**src/rtl/core/bas_pkg.sv**
```systemverilog
package bas_pkg;

  // Grid geometry and field widths
  localparam int MAX_WIDTH   = 64;
  localparam int MAX_HEIGHT  = 64;
  localparam int LAYERS      = 4;
  localparam int TYPE_BITS   = 8;
  localparam int TABLE_SLOTS = 47;

  localparam int X_BITS     = $clog2(MAX_WIDTH);
  localparam int Y_BITS     = $clog2(MAX_HEIGHT);
  localparam int LAYER_BITS = $clog2(LAYERS);
  localparam int CELL_BITS  = LAYER_BITS + Y_BITS + X_BITS;
  localparam int CELLS      = LAYERS * MAX_HEIGHT * MAX_WIDTH;
  localparam int GRID_BITS  = 7;
  localparam int SLOT_BITS  = 6;
  localparam int VALUE_BITS = 32;
  localparam int NB_COUNT   = 8;
  localparam int STEP_BITS  = $clog2(NB_COUNT);

  // Operation codes carried in the input item
  typedef enum logic [1:0] {
    OP_WR_CELL = 2'd0,
    OP_WR_SLOT = 2'd1,
    OP_QUERY   = 2'd2,
    OP_NONE    = 2'd3
  } op_t;

  // Configuration register indexes
  typedef enum logic [1:0] {
    CFG_NB_TYPE = 2'd0,
    CFG_WIDTH   = 2'd1,
    CFG_HEIGHT  = 2'd2,
    CFG_UNUSED  = 2'd3
  } cfg_idx_t;

  // Neighbour bit positions, also the order in which neighbours are read
  localparam int NB_T  = 0;
  localparam int NB_R  = 1;
  localparam int NB_B  = 2;
  localparam int NB_L  = 3;
  localparam int NB_TL = 4;
  localparam int NB_TR = 5;
  localparam int NB_BR = 6;
  localparam int NB_BL = 7;

  localparam logic [7:0] M_T  = 8'h01;
  localparam logic [7:0] M_R  = 8'h02;
  localparam logic [7:0] M_B  = 8'h04;
  localparam logic [7:0] M_L  = 8'h08;
  localparam logic [7:0] M_TL = 8'h10;
  localparam logic [7:0] M_TR = 8'h20;
  localparam logic [7:0] M_BR = 8'h40;
  localparam logic [7:0] M_BL = 8'h80;

  // Canonical neighbour mask of each blob slot
  localparam logic [7:0] SLOT_MASK [TABLE_SLOTS] = '{
    M_R | M_BR | M_B,
    M_L | M_BL | M_B | M_BR | M_R,
    M_L | M_BL | M_B,
    M_T | M_TR | M_R | M_BR | M_B,
    M_T | M_R | M_B | M_L | M_TL | M_TR | M_BR | M_BL,
    M_T | M_TL | M_L | M_BL | M_B,
    M_T | M_TR | M_R,
    M_L | M_TL | M_T | M_TR | M_R,
    M_L | M_TL | M_T,
    M_R,
    M_L | M_R,
    M_L,
    M_B,
    M_T | M_B,
    M_T,
    8'h00,
    M_B | M_R,
    M_L | M_BL | M_B | M_R,
    M_L | M_B | M_BR | M_R,
    M_L | M_B,
    M_B | M_R | M_TR | M_T,
    M_L | M_BL | M_B | M_R | M_TR | M_T | M_TL,
    M_L | M_B | M_BR | M_R | M_TR | M_T | M_TL,
    M_T | M_TL | M_L | M_B,
    M_T | M_R | M_BR | M_B,
    M_T | M_R | M_BR | M_B | M_BL | M_L | M_TL,
    M_T | M_TR | M_R | M_BR | M_B | M_BL | M_L,
    M_T | M_B | M_BL | M_L,
    M_T | M_R,
    M_T | M_R | M_L | M_TL,
    M_T | M_TR | M_R | M_L,
    M_T | M_L,
    M_T | M_R | M_B,
    M_T | M_R | M_B | M_BL | M_L | M_TL,
    M_T | M_TR | M_R | M_BR | M_B | M_L,
    M_T | M_L | M_B,
    M_L | M_B | M_R,
    M_L | M_TL | M_T | M_TR | M_R | M_B,
    M_T | M_R | M_BR | M_B | M_BL | M_L,
    M_L | M_T | M_R,
    M_T | M_R | M_B | M_L,
    M_L | M_TL | M_T | M_R | M_BR | M_B,
    M_T | M_TR | M_R | M_B | M_BL | M_L,
    M_T | M_R | M_BR | M_B | M_L,
    M_T | M_TR | M_R | M_B | M_L,
    M_T | M_R | M_B | M_BL | M_L,
    M_T | M_R | M_B | M_L | M_TL
  };

  // Terrain side request: one write or the start of a query
  typedef struct packed {
    logic                  wr_en;
    logic                  qry_en;
    logic [LAYER_BITS-1:0] layer;
    logic [Y_BITS-1:0]     y;
    logic [X_BITS-1:0]     x;
    logic [TYPE_BITS-1:0]  wdata;
  } scan_req_t;

  // Grid settings after clamping
  typedef struct packed {
    logic [TYPE_BITS-1:0] nb_type;
    logic [GRID_BITS-1:0] width;
    logic [GRID_BITS-1:0] height;
  } grid_cfg_t;

  // Finished neighbour mask
  typedef struct packed {
    logic       valid;
    logic [7:0] mask;
  } mask_stat_t;

  // Tile table write
  typedef struct packed {
    logic                  en;
    logic [SLOT_BITS-1:0]  slot;
    logic [VALUE_BITS-1:0] data;
  } tbl_wr_t;

  // Looked-up result waiting for the output register
  typedef struct packed {
    logic                  valid;
    logic [SLOT_BITS-1:0]  slot;
    logic [VALUE_BITS-1:0] value;
  } tile_res_t;

  // Slot whose canonical mask equals m; the first match wins, slot 0 if none
  function automatic logic [SLOT_BITS-1:0] mask_to_slot(input logic [7:0] m);
    logic [SLOT_BITS-1:0] s;
    s = '0;
    for (int i = TABLE_SLOTS - 1; i >= 0; i--) begin
      if (SLOT_MASK[i] == m) begin
        s = SLOT_BITS'(i);
      end
    end
    return s;
  endfunction

endpackage

```
**src/rtl/core/bas_tile.sv**
```systemverilog
module bas_tile
  import bas_pkg::*;
(
  input  logic       clk,
  input  logic       rst_n,
  input  tbl_wr_t    wr,
  input  mask_stat_t mstat,
  input  logic       res_ready,
  output tile_res_t  res
);

  logic [VALUE_BITS-1:0] tbl [TABLE_SLOTS];

  logic [SLOT_BITS-1:0]  slot_c;
  logic [SLOT_BITS-1:0]  slot_r;
  logic [VALUE_BITS-1:0] rdata_r;
  logic                  valid_r;

  assign slot_c = mask_to_slot(mstat.mask);

  // Tile table: writes to slots past the end are dropped
  always_ff @(posedge clk) begin
    if (wr.en && (wr.slot < SLOT_BITS'(TABLE_SLOTS))) begin
      tbl[wr.slot] <= wr.data;
    end
    if (mstat.valid) begin
      rdata_r <= tbl[slot_c];
      slot_r  <= slot_c;
    end
  end

  // Result stays until the output register takes it
  always_ff @(posedge clk) begin
    if (!rst_n) begin
      valid_r <= 1'b0;
    end else if (mstat.valid) begin
      valid_r <= 1'b1;
    end else if (res_ready) begin
      valid_r <= 1'b0;
    end
  end

  assign res.valid = valid_r;
  assign res.slot  = slot_r;
  assign res.value = rdata_r;

endmodule

```
**config.mk**
```make
export PLATFORM = sky130hd
export DESIGN_NAME = bas_tile
export DESIGN_NICKNAME = d
export VERILOG_FILES = /design/src/rtl/core/bas_pkg.sv /design/src/rtl/core/bas_tile.sv
export SDC_FILE = /design/constraint.sdc
export NUM_CORES = 2
export LEC_CHECK = 0
export BUFFER_PORTS_ARGS = -buffer_cell sky130_fd_sc_hd__buf_2
export CORE_AREA = 8 8 292 351
export DETAILED_ROUTE_END_ITERATION = 6
export DIE_AREA = 0 0 300 359
export PLACE_DENSITY = 0.8
export RECOVER_POWER = 25
export SYNTH_ARGS = -nofsm -noshare
export SYNTH_HDL_FRONTEND = slang
export SYNTH_SLANG_ARGS = --single-unit
```
**constraint.sdc**
```tcl
create_clock -name clk -period 4.24 [get_ports clk]
set_clock_uncertainty 0.05 [all_clocks]
set_input_delay 0.424 -clock clk [delete_from_list [all_inputs] [get_ports clk]]
set_output_delay 0.424 -clock clk [all_outputs]
set_load 0.1 [all_outputs]
```
==> results.toml <==
[run_status]
run_status = "finished with violations"
failed_checks = "capacitance limit, slew limit"

[global_route]
grtUsageTotal_pct = 30.37
grt.met1_usage_pct = 38.08
via_count_of_the_first_global_routing_pass = 37820
initial_antenna_violation_count = 18
grt_most_used_layer = "met2"
global_route.usage.met2_pct = 48.87
grt_pass1_wl_um = 242200
grt_max_degree = 110
met3_usage_pct = 7.188
globalRouteOverflowTotal = 0

[sta]
rsz0062_at_grt = "false"
worst_slew_pin_slew_ns = 2.111
hold_viol = 0
post-route-min-period_ns = 3.777
max-slew-margin-rel_pct = -40.76
hold_ws_ns = 0.2993
achievable_freq_mhz = 264.8
fin_crit_sh_pct = 89.08
finalSetupViolations = 0
timing_max_transition_violations_final = 1008

[clock_tree]
clock_path_buffers = 3
htree_levels = 4
clkTransAtPathRegs_ns = 0.07
cts_num_sinks = 1543
tritoncts.num_buffers = 137
cts.root.buffer_cell = "sky130_fd_sc_hd__clkbuf_16"
post-cts-setup-buffers = 0
postCtsResizedCells = 0
worst_skew_pair.late_latency_ns = 0.75
tritoncts = "built"

[yosys]
postSynthNetCount = 4201
synth_top_cell_area_share_pct = 76.62
netlist.top_cell.by_area = "sky130_fd_sc_hd__edfxtp_1"
netlist_instances = 4150
synth-main-ff-cell = "sky130_fd_sc_hd__edfxtp_1"
synth_seq_area_share_pct = 76.66
synth_top_cells_by_area = "sky130_fd_sc_hd__edfxtp_1 (77%), sky130_fd_sc_hd__nand2_1 (5.9%), sky130_fd_sc_hd__mux2i_1 (2.6%)"
ys_types = 66
synth_edf_count = 1542
asyncSetResetFlopFracSynth_pct = 0
ff_latch_count_synth = 1543
syn-mean-instance-area_um2 = 14.56
synthesis.yosys.warnings = 0
syn-cell-area_um2 = 60430

[power_and_ir_drop]
vdd_ir_drop_max_v = 0.0004177
power.density_nw_per_um2 = 461.5
static_leakage_power_nw = 22.37

[placement]
gp_routability_congestion = 0.8641
numPlacedInstances = 5472
buffer_ports.inserted = 89
dpl.hpwl_um = 94720

[flow_run]
max-cap-violations = 22

[worst_setup_path]
crit_type = "in -> reg"
timing.critical_path.arrival_ns = 4.16
path_max_fanout = 23
worstPathRequired_ns = 4.62
crit_path_start_kind = "input port"
category_of_the_worst_setup_path_capture_point = "flop"

[finish]
fillers = 5885
final_util_pct = 70.46
regArea_um2 = 46320
finish.cell_count_without_fillers = 5716
layout.nets = 4384
drive_above_1_share_pct = 14.10
area_growth_syn_to_layout_pct = 13.23
multi_input_gate_area_um2 = 13360

[route]
drtAntennaViolNets = 0
post_drt_via_cell_ratio = 6.783
drtPass1Iterations = 6
wl_per_cell_um = 29.36
drt_wl_total_um = 167800
drt_first_iter_violations = 6181
remaining_drc_errors = 0
dr_total_vias = 38770

[floorplan]
floorplan.io_pins = 90
floorplan.core_area_um2 = 97110
start_util_pct = 62.23
die_y_um = 359
die_x_um = 300
std_cell_rows = 126
die_area_um2 = 107700

[min_path]
timing.hold.worst.class = "in -> reg"
==> per-stage QoR <==
step	instance area [um^2]	setup TNS [ns]	setup slack [ns]	power, mW
after detailed placement	64100	-0.7113	-0.1724	19.65
after floorplan	60430	0	0.9106	18.61
after global placement	64100	-0.2775	-0.1160	19.59
after CTS	68440	0	0.5461	31.55
after global routing	68410	0	0.3521	32.27
final	68420	0	0.4630	31.58
==> cells by family (layout without fill, tap and decap cells) <==
logic type | Yosys count | after routing | synth area share (%)
xor+xnor | 6 | 6 | 0.08698
flops | 1543 | 1543 | 76.66
compound gates | 687 | 687 | 7.224
buf+inv | 280 | 562 | 2.000
other cells | 0 | 4 | 0
mux | 218 | 218 | 3.739
simple gates | 1416 | 1416 | 10.29
==> repair_timing <==
item,CTS,global route
hold endpoints to repair,1,0
endpoints found under the setup margin,0,0
hold buffers,2,0
==> placed cells by master (no fill, tap or decap), drive strengths merged, types with 93 or more instances in the layout <==
cell type	instances
and3	93
o21ai	131
a31oi	126
clkbuf	177
nand2	952
a21oi	171
edfxtp	1542
buf	293
mux2i	156
nand3	146
==> critical path: stages <==
cell and delay [ns]:
sky130_fd_sc_hd__buf_2 0.16, sky130_fd_sc_hd__buf_4 0.20, sky130_fd_sc_hd__or3_1 0.35, sky130_fd_sc_hd__a2111o_1 0.43, sky130_fd_sc_hd__nand2_1 0.14, sky130_fd_sc_hd__nor4_4 0.09, sky130_fd_sc_hd__inv_8 0.19, sky130_fd_sc_hd__buf_12 0.22
sky130_fd_sc_hd__buf_4 0.20, sky130_fd_sc_hd__mux2i_1 0.23, sky130_fd_sc_hd__o22ai_1 0.09, sky130_fd_sc_hd__nor4_1 1.16, sky130_fd_sc_hd__nand4_1 0.22
==> per-layer routing <==
| metal | up-vias | share of wire [%] |
|---|---|---|
| met5 | - | 0.077 |
| met4 | 22 | 6.2 |
| met3 | 693 | 12 |
| met2 | 3087 | 48 |
| met1 | 18840 | 34 |
| li1 | 16140 | - |
==> synthesized netlist by cell type, types with 4 or more instances <==
cell type,instances
sky130_fd_sc_hd__nand3b_1,5
sky130_fd_sc_hd__a31oi_1,126
sky130_fd_sc_hd__mux2_1,18
sky130_fd_sc_hd__inv_1,5
sky130_fd_sc_hd__nor2_1,60
sky130_fd_sc_hd__nand2_1,952
sky130_fd_sc_hd__a21o_1,31
sky130_fd_sc_hd__and4_1,4
sky130_fd_sc_hd__nor2b_1,6
sky130_fd_sc_hd__nor3_1,6
sky130_fd_sc_hd__nand2b_1,4
sky130_fd_sc_hd__o211ai_1,30
sky130_fd_sc_hd__a211oi_1,39
sky130_fd_sc_hd__nor4_1,38
sky130_fd_sc_hd__o22ai_1,34
sky130_fd_sc_hd__and3_1,93
sky130_fd_sc_hd__clkbuf_1,141
sky130_fd_sc_hd__o21ai_1,11
sky130_fd_sc_hd__mux2i_1,156
sky130_fd_sc_hd__mux2_2,44
sky130_fd_sc_hd__a31o_2,32
sky130_fd_sc_hd__a221oi_1,63
sky130_fd_sc_hd__or3_1,10
sky130_fd_sc_hd__buf_2,99
sky130_fd_sc_hd__buf_1,24
sky130_fd_sc_hd__nor4b_1,5
sky130_fd_sc_hd__buf_4,7
sky130_fd_sc_hd__nand4_1,70
sky130_fd_sc_hd__nand3_1,146
sky130_fd_sc_hd__a32oi_1,6
sky130_fd_sc_hd__edfxtp_1,1542
sky130_fd_sc_hd__o21ai_0,120
sky130_fd_sc_hd__a21oi_1,171
==> path summary, 6_finish.rpt <==
path	slack [ns]	from	end	cells after the start
worst max-delay path	0.46	mstat[4]	rdata_r[17]	13
worst max register to register	1.69	tbl[11][31]	rdata_r[31]	5
worst min register to register	0.67	tbl[27][0]	rdata_r[0]	4
worst min-delay path	0.30	wr[20]	tbl[31][20]	1
==> registers in the layout, indices dropped and copies added, names as in the netlist <==
register and count:
valid_r 1, rdata_r 32, tbl 1504, slot_r 6
==> final cells by class <==
class	instances	share of cell area (%)
timing repair buffer	316	4.025
antenna	4	0.01463
clock inverter	82	1.104
inverter	8	0.07314
tap	1280	2.341
sequential	1543	67.70
multi-input combinational	2327	19.53
clock buffer	156	5.208
==> power breakdown <==
part	switching, mW	internal [mW]	leakage [nW]
combinational	1.73	0.616	6.34
sequential	0.0941	17.0	13.9
clock	5.35	6.83	2.12
total	7.17	24.4	22.4
No activity file was read; power rests on OpenSTA's default activity.
